**src/rtl/core/hpr_pkg.sv**
```systemverilog
// shared constants, types and tables for the heading/pitch/roll rotation matrix unit
`timescale 1ns / 1ps
`default_nettype none
package hpr_pkg;

    localparam int ANGLE_FRAC_BITS = 7;
    localparam int OUT_FRAC_BITS   = 14;
    localparam int TRIG_ITERATIONS = 16;

    localparam int ANGLE_W = 17;
    localparam int OUT_W   = 16;
    localparam int Q_W     = 32;   // q30 datapath width

    // angle reduction: modulus of one turn and a bias that makes every input nonnegative
    localparam longint ANG_MOD = longint'(360) << ANGLE_FRAC_BITS;
    localparam longint ANG_OFS = ((longint'(65536) + ANG_MOD - 1) / ANG_MOD) * ANG_MOD;
    localparam int     U_W     = $clog2(longint'(65536) + ANG_OFS);
    localparam int     M_W     = $clog2(ANG_MOD + 1);
    localparam int     RQS     = U_W + M_W + 1;
    localparam longint RQ      = (longint'(1) << RQS) / ANG_MOD;
    localparam int     RQ_W    = $clog2(RQ + 1);
    localparam int     A_W     = $clog2(ANG_MOD);

    // one turn is 45 * 2^(ANGLE_FRAC_BITS+3): split a residue into a multiple of 45 and the rest
    localparam int     K_W  = ANGLE_FRAC_BITS + 3;
    localparam int     RKS  = A_W + 6;
    localparam longint RK   = ((longint'(1) << RKS) / 45) + 1;
    localparam int     RK_W = $clog2(RK + 1);
    localparam int     PSH  = 29 - ANGLE_FRAC_BITS;
    localparam int     R_W  = 6;

    localparam logic signed [Q_W-1:0] GAIN_Q30 = 32'sd652032874;

    localparam logic [31:0] ATAN_TURNS [32] = '{
        32'h20000000, 32'h12E4051E, 32'h09FB385B, 32'h051111D4,
        32'h028B0D43, 32'h0145D7E1, 32'h00A2F61E, 32'h00517C55,
        32'h0028BE53, 32'h00145F2F, 32'h000A2F98, 32'h000517CC,
        32'h00028BE6, 32'h000145F3, 32'h0000A2FA, 32'h0000517D,
        32'h000028BE, 32'h0000145F, 32'h00000A30, 32'h00000518,
        32'h0000028C, 32'h00000146, 32'h000000A3, 32'h00000051,
        32'h00000029, 32'h00000014, 32'h0000000A, 32'h00000005,
        32'h00000003, 32'h00000001, 32'h00000001, 32'h00000000
    };

    typedef logic signed [ANGLE_W-1:0] angle_t;
    typedef angle_t [2:0]              angle3_t;
    typedef logic [31:0]               phase_t;
    typedef phase_t [2:0]              phase3_t;
    typedef logic signed [Q_W-1:0]     q30_t;
    typedef logic signed [OUT_W-1:0]   entry_t;
    typedef entry_t [8:0]              matrix_t;   // m00 m10 m20 m01 m11 m21 m02 m12 m22

    typedef struct packed {
        q30_t s;
        q30_t c;
    } sincos_t;
    typedef sincos_t [2:0] sincos3_t;

    typedef logic [PSH-1:0] frac_tab_t [45];

    // fraction of a phase for residues 0..44, rounded half up
    function automatic frac_tab_t build_frac_tab();
        frac_tab_t t;
        for (int r = 0; r < 45; r++)
        begin
            t[r] = PSH'(((longint'(r) << PSH) + 22) / 45);
        end
        return t;
    endfunction

    localparam frac_tab_t FRAC_TAB = build_frac_tab();

endpackage
`default_nettype wire

```
**src/rtl/core/hpr_phase.sv**
```systemverilog
// angle reduction modulo one turn and scaling to a 32-bit phase, four stages
`timescale 1ns / 1ps
`default_nettype none
module hpr_phase (
    input  wire                    clk,
    input  wire                    rst_n,
    input  wire                    en,
    input  wire                    in_valid,
    input  wire  hpr_pkg::angle3_t angles,
    output logic                   out_valid,
    output hpr_pkg::phase3_t       phases
);
    import hpr_pkg::*;

    logic               v1_reg, v2_reg, v3_reg, v4_reg;
    logic [U_W-1:0]     u_reg [3];
    logic [U_W-1:0]     q_reg [3];
    logic [A_W-1:0]     a_reg [3];
    logic [A_W-1:0]     a3_reg [3];
    logic [K_W-1:0]     k_reg [3];
    phase3_t            ph_reg;

    logic [U_W-1:0]      u_next [3];
    logic [U_W-1:0]      q_next [3];
    logic [A_W-1:0]      a_next [3];
    logic [K_W-1:0]      k_next [3];
    phase3_t             ph_next;
    logic [U_W+RQ_W-1:0] qprod [3];
    logic [U_W:0]        diff [3];
    logic [A_W+RK_W-1:0] kprod [3];
    logic [R_W-1:0]      r [3];

    always_comb
    begin
        for (int j = 0; j < 3; j++)
        begin
            u_next[j] = U_W'(longint'(angles[j]) + ANG_OFS);
            qprod[j]  = (U_W+RQ_W)'(u_next[j]) * (U_W+RQ_W)'(RQ);
            q_next[j] = U_W'(qprod[j] >> RQS);
            // estimate is at most one low, so one correction
            diff[j]   = {1'b0, u_reg[j]} - (U_W+1)'(q_reg[j] * (U_W+1)'(ANG_MOD));
            if (diff[j] >= (U_W+1)'(ANG_MOD))
            begin
                a_next[j] = A_W'(diff[j] - (U_W+1)'(ANG_MOD));
            end
            else
            begin
                a_next[j] = A_W'(diff[j]);
            end
            kprod[j]   = (A_W+RK_W)'(a_reg[j]) * (A_W+RK_W)'(RK);
            k_next[j]  = K_W'(kprod[j] >> RKS);
            r[j]       = R_W'(a3_reg[j] - A_W'(k_reg[j] * A_W'(45)));
            ph_next[j] = {k_reg[j], FRAC_TAB[r[j]]};
        end
    end

    always_ff @(posedge clk or negedge rst_n)
    begin
        if (!rst_n)
        begin
            v1_reg <= 1'b0;
            v2_reg <= 1'b0;
            v3_reg <= 1'b0;
            v4_reg <= 1'b0;
        end
        else if (en)
        begin
            v1_reg <= in_valid;
            v2_reg <= v1_reg;
            v3_reg <= v2_reg;
            v4_reg <= v3_reg;
        end
    end

    always_ff @(posedge clk)
    begin
        if (en)
        begin
            for (int j = 0; j < 3; j++)
            begin
                u_reg[j]  <= u_next[j];
                q_reg[j]  <= q_next[j];
                a_reg[j]  <= a_next[j];
                a3_reg[j] <= a_reg[j];
                k_reg[j]  <= k_next[j];
            end
            ph_reg <= ph_next;
        end
    end

    assign out_valid = v4_reg;
    assign phases    = ph_reg;

endmodule
`default_nettype wire

```
**config.mk**
```make
export PLATFORM = sky130hd
export DESIGN_NAME = hpr_phase
export DESIGN_NICKNAME = d
export VERILOG_FILES = /design/src/rtl/core/hpr_pkg.sv /design/src/rtl/core/hpr_phase.sv
export SDC_FILE = /design/constraint.sdc
export NUM_CORES = 2
export LEC_CHECK = 0
export ABC_CLOCK_PERIOD_IN_PS = 5380
export BUFFER_PORTS_ARGS = -buffer_cell sky130_fd_sc_hd__buf_2
export CORE_MARGIN = 2
export CORE_UTILIZATION = 25
export DETAILED_ROUTE_END_ITERATION = 10
export PLACE_DENSITY = 0.51
export SYNTH_ARGS = -nofsm -noshare
export SYNTH_HDL_FRONTEND = slang
export SYNTH_SLANG_ARGS = --single-unit
```
**constraint.sdc**
```tcl
create_clock -name clk -period 5.38 [get_ports clk]
set_clock_uncertainty 0.15 [all_clocks]
set_input_delay 0.807 -clock clk [delete_from_list [all_inputs] [get_ports clk]]
set_output_delay 0.807 -clock clk [all_outputs]
set_load 0.005 [all_outputs]
```
======== Yosys cells after proc, flatten, opt, wreduce, memory -nomap -nowiden ========
Memories as Yosys holds them, arrays and structs flattened. A register that Yosys moved wholly into a read port is not among the register bits.
Index checks and enable logic that the tools add are counted.
operators by class
  $add $sub $neg .......................... 12
  multipliers ............................. 12
  magnitude comparators ................... 6
  multiplexer cells ....................... 11
  bitwise operators ....................... 3
operator list
  operator                  number
  $mux W22                  6
  $mul A18 B19 Y37 const B  3
  $mul A16 B17 Y32 const B  3
  $ge A19 B16 Y1 const B    3
  $sub A18 B19 Y19          3
  $add A17 B18 Y18 const B  3
  $mul A18 B6 Y9 const B    3
  $mux W16                  3
  $sub A16 B16 Y16 const B  3
  $mul A10 B6 Y6 const B    3
  $ge A7 B7 Y1 const B      3
  $not A6 Y7                3
  $sub A6 B6 Y6             3
  $mux W1                   2
word-level totals
  bits in registers ....................... 100
  RAM bits ................................ 189
  memory bits (read-only) ................. 4224
  input port bits ......................... 55
  output and inout port bits .............. 97
  memories kept ........................... 8
memory list
  name             words  width  rd ports  clocked after memory_dff  write ports  RTL line         text
  (no name shown)  64     22     1         1                         0            hpr_phase.sv:53  ph_next[j] = {k_reg[j], FRAC_TAB[r[j]]};
  (no name shown)  64     22     1         1                         0            hpr_phase.sv:53
  (no name shown)  64     22     1         1                         0            hpr_phase.sv:53
  u_reg            3      18     3         0                         3            hpr_phase.sv:16  logic [U_W-1:0] u_reg [3];
  a3_reg           3      16     3         0                         3            hpr_phase.sv:19  logic [A_W-1:0] a3_reg [3];
  a_reg            3      16     3         0                         3            hpr_phase.sv:18  logic [A_W-1:0] a_reg [3];
  2 more memories  n/a    n/a    n/a       n/a                       n/a          n/a

======== Longest topological paths before layout ========
An unclocked memory read counts as a cell.
  depth in word-level cells ............... 7
  mapped depth ............................ 24
  mapped depth without buffers ............ 24

======== Worst setup path after synthesis ========
No wires, ideal clock.
  kind .................................... input port to flip-flop
  from .................................... input port angles[45] (netlist name)
  to ...................................... memory q_reg[0][8] (netlist name) (data pin)
  setup time .............................. 0.266 ns
  arrival time ............................ 5.929 ns
  data required time ...................... 4.964 ns
  slack ................................... -0.965 ns
  cell stages on the path ................. 22
  cell sequence ........................... ha_1 -> nor3_1 -> xnor2_1 -> xor2_1 -> fa_1 -> inv_1 -> fa_1 -> inv_1 -> fa_1 -> inv_1 -> fa_1 -> fa_1 -> inv_1 -> ha_1 -> o211ai_1 -> nor2_1 -> and4_1 -> a221o_1 -> a41oi_1 -> o311ai_1 -> nor4_1 -> nor3_1
RTL lines
  what             RTL line         text
  start, declared  hpr_phase.sv:9   input wire hpr_pkg::angle3_t angles,
  end, declared    hpr_phase.sv:17  logic [U_W-1:0] q_reg [3];

==> qor.yml <==
report.final.slew_viol_count: 0
synthesis_warnings: 0
unrepaired_setup_endpoints_after_global_routing: "true"
clock_sinks: 244
timing_hold_violations_final: 0
postSynth.topFlopCell: "sky130_fd_sc_hd__edfxtp_1"
netlist-cell-type-count: 85
setup_viol: 31
fin_ws_ps: -455.7
flow.area_growth_from_synthesis_pct: 25.18
critPathRequiredTime_ps: 5600
synth.avg_cell_area_um2: 10.55
fill_cells: 16060
synth-edff-count: 240
cp_data_arrival_time_ps: 6060
starting_density_of_the_core_pct: 25.24
core_mm2: 0.1566
cts_max_path_buffers: 3
worst_slack_after_detailed_placement_ps: -1207
clock_tree_from_tritoncts: "yes"
route.vias.total: 27440
totalWireLength_mm: 94.92
multi_input_comb_area_mm2: 0.02975
number_of_optimization_iterations_in_the_first_detailed_route_pass: 5
grt_start_max_net_pins: 104
cts_made_buffers: 36
grt_usage_pct: 12.01
largest_register_ffs: 81
first_global_vias: 29210
fp.dieArea_mm2: 0.1613
netlist.area_leader.share_pct: 28.81
worst-slew-pin-transition_ps: 1153
cap_violations: 0
dr_vias_cell: 4.208
hold_path.class: "flip-flop to flip-flop"
gpl.final_weighted_congestion: 0.8501
gr-total-overflow: 0
critical_path_peak_fanout: 2
finalWorstPathRequiredPeriod_ps: 5836
grt_pass1_wl_mm: 155.5
synth_area_leader_cell: "sky130_fd_sc_hd__ha_1"
hold_path.startpoint: "k_reg[0][27]"
ys_top_cells_by_area: "sky130_fd_sc_hd__ha_1, sky130_fd_sc_hd__fa_1, sky130_fd_sc_hd__edfxtp_1"
nets: 5909
route.detailed.wl_per_inst_um: 14.56
ys_seq_area_share_pct: 18.49
yosys_register_bits: 244
detailedRoute.firstIterationViolations: 1048
die_width_um: 401.6
run_status: "finished, violations left"
synthesis.instances: 3745
post-dp-hpwl_mm: 82.31
clkSlewWorstSetupHoldPaths_ps: 60
die_height_um: 401.6
timing.setup.tns_ps: -8778
timing.fmax_mhz: 171.4
crit-reg2reg-launch: "a_reg[0][13]"
timing.setup.critical_path_class: "flip-flop to flip-flop"
drc: 0
htree_levels: 2
critPathLaunch: "a_reg[0][13]"
startpoint_type: "flip-flop"
antennaDiodeCount: 0
rows: 145
drive_above_1_share_pct: 22.47
clk_latency_ps: 620
cts_root_buf: "sky130_fd_sc_hd__clkbuf_16"
port-buffer-count: 151
timing.critical_path.to_type: "flip-flop"
period_share_pct: 108.5
violations: "negative setup slack"
route.antenna.remaining_nets: 0
design.portCount: 152
area_taken_by_flip_flops_and_latches_mm2: 0.007307
synthArstFlopShare_pct: 1.639
antenna_found_initial: 4
synth.cell_area_mm2: 0.03952
slew-limit-headroom_pct: 22.74
## layout by cell type (no fill, tap or decap), types with 16 or more instances in the layout
| cell | count |
|---|---|
| sky130_fd_sc_hd__inv_1 | 942 |
| sky130_fd_sc_hd__buf_2 | 140 |
| sky130_fd_sc_hd__a211oi_1 | 21 |
| sky130_fd_sc_hd__buf_4 | 536 |
| sky130_fd_sc_hd__fa_2 | 33 |
| sky130_fd_sc_hd__ha_4 | 39 |
| sky130_fd_sc_hd__nand3_1 | 30 |
| sky130_fd_sc_hd__clkbuf_16 | 36 |
| sky130_fd_sc_hd__edfxtp_1 | 240 |
| sky130_fd_sc_hd__nand4_1 | 17 |
| sky130_fd_sc_hd__xnor2_1 | 85 |
| sky130_fd_sc_hd__nand2_1 | 114 |
| sky130_fd_sc_hd__a21o_1 | 54 |
| sky130_fd_sc_hd__buf_6 | 16 |
| sky130_fd_sc_hd__a21oi_2 | 20 |
| sky130_fd_sc_hd__ha_1 | 865 |
| sky130_fd_sc_hd__o211ai_1 | 22 |
| sky130_fd_sc_hd__a21oi_1 | 120 |
| sky130_fd_sc_hd__inv_2 | 27 |
| sky130_fd_sc_hd__o21ai_0 | 72 |
| sky130_fd_sc_hd__nor3_1 | 22 |
| sky130_fd_sc_hd__xor2_1 | 43 |
| sky130_fd_sc_hd__o21bai_1 | 24 |
| sky130_fd_sc_hd__nor2_1 | 105 |
| sky130_fd_sc_hd__a31oi_1 | 17 |
| sky130_fd_sc_hd__fa_1 | 473 |
## synth_stat cells, types with 6 or more instances
master / number
sky130_fd_sc_hd__nor2_1: 108
sky130_fd_sc_hd__o211ai_1: 22
sky130_fd_sc_hd__o31ai_1: 7
sky130_fd_sc_hd__or3_1: 11
sky130_fd_sc_hd__clkbuf_1: 25
sky130_fd_sc_hd__o311ai_0: 8
sky130_fd_sc_hd__a21o_1: 54
sky130_fd_sc_hd__nor2b_1: 15
sky130_fd_sc_hd__buf_4: 15
sky130_fd_sc_hd__nor3b_1: 6
sky130_fd_sc_hd__or2_2: 8
sky130_fd_sc_hd__a31oi_1: 19
sky130_fd_sc_hd__a21oi_1: 140
sky130_fd_sc_hd__fa_1: 506
sky130_fd_sc_hd__a221o_1: 8
sky130_fd_sc_hd__nor3_1: 26
sky130_fd_sc_hd__inv_1: 968
sky130_fd_sc_hd__o21bai_1: 26
sky130_fd_sc_hd__nor4_1: 6
sky130_fd_sc_hd__nand2_1: 118
sky130_fd_sc_hd__mux2_2: 10
sky130_fd_sc_hd__o21ai_0: 82
sky130_fd_sc_hd__xor2_1: 52
sky130_fd_sc_hd__nand3_1: 33
sky130_fd_sc_hd__xnor2_1: 99
sky130_fd_sc_hd__nand4_1: 17
sky130_fd_sc_hd__a2111oi_0: 6
sky130_fd_sc_hd__a211o_1: 7
sky130_fd_sc_hd__a211oi_1: 29
sky130_fd_sc_hd__and2_1: 14
sky130_fd_sc_hd__ha_1: 910
sky130_fd_sc_hd__nand2b_1: 15
sky130_fd_sc_hd__o21a_1: 13
sky130_fd_sc_hd__mux2i_1: 9
sky130_fd_sc_hd__edfxtp_1: 240
## per-layer routing
layer | GRT usage (%) | up-vias | share of wire [%]
met4 | 2.642 | 0 | 1.9
met3 | 1.422 | 79 | 2.9
met2 | 20.09 | 319 | 47
met1 | 16.55 | 13290 | 48
met5 | 0 | - | 0
li1 | - | 13750 | -
## cell families after synthesis
family / after synthesis / share of synthesized area, %
xor+xnor: 151 / 3.346
simple gates: 399 / 4.869
compound gates: 498 / 8.519
flops: 244 / 18.49
other cells: 1 / 0.009488
buf+inv: 1017 / 9.820
fa+ha+maj: 1416 / 54.44
mux: 19 / 0.5129
## per-stage QoR
stage / instance area [um2] / util, % / hold WS (ps) / cells
2_1_floorplan: 39890 / - / 250.3 / 3746
3_3_place_gp: 46840 / 29.92 / 253.3 / 6412
3_5_place_dp: 46840 / 29.92 / 258.0 / 6412
4_1_cts: 48780 / 31.15 / 263.3 / 6501
5_1_grt: 49480 / 31.60 / 277.1 / 6521
6_report: 49480 / 31.60 / 266.6 / 6521
## area by class of cell
| class | instances | share of cell area, % |
|---|---|---|
| repair buffers | 701 | 10.18 |
| flip-flops and latches | 244 | 14.77 |
| inverters | 970 | 7.364 |
| multi-input cells | 2485 | 60.12 |
| well taps | 2058 | 5.204 |
| clock inverters | 21 | 0.4729 |
| clock buffers | 42 | 1.887 |
## worst paths after layout
| path | endpoint | slack [ps] | depth (start not counted) |
|---|---|---|---|
| setup / recovery | k_reg[0][7] | -460 | 19 |
| hold / removal | phases[93] | 270 | 0 |
| setup reg to reg | k_reg[0][7] | -460 | 19 |
| hold reg to reg | phases[93] | 270 | 0 |
| max in group asynchronous | out_valid | 4540 | 2 |
| min in group asynchronous | v1_reg | 410 | 2 |
## critical path, stage by stage, from the launching register on
cell and delay, ps:
sky130_fd_sc_hd__edfxtp_1 420, sky130_fd_sc_hd__fa_2 590, sky130_fd_sc_hd__inv_2 40, sky130_fd_sc_hd__fa_1 530, sky130_fd_sc_hd__fa_2 460, sky130_fd_sc_hd__fa_2 550
sky130_fd_sc_hd__fa_1 430, sky130_fd_sc_hd__fa_1 510, sky130_fd_sc_hd__inv_2 50, sky130_fd_sc_hd__ha_4 260, sky130_fd_sc_hd__nand3_2 60, sky130_fd_sc_hd__or3_4 330
sky130_fd_sc_hd__a211o_1 280, sky130_fd_sc_hd__nor4_4 130, sky130_fd_sc_hd__buf_4 180, sky130_fd_sc_hd__o41ai_4 90, sky130_fd_sc_hd__o21ai_2 220, sky130_fd_sc_hd__a21oi_2 80
sky130_fd_sc_hd__xnor2_1 130, sky130_fd_sc_hd__buf_4 140
## timing repair
action / in CTS / in global routing
setup endpoints to repair: 34 / 39
resized for setup: 127 / 105
endpoints found under the hold margin: 4 / 0
setup buffers: 27 / 24
hold buffers: 1 / 0
pin swaps: 83 / 73
Power is not shown: default switching activity piles up to over one toggle a cycle in this logic, so the estimate is an artifact.
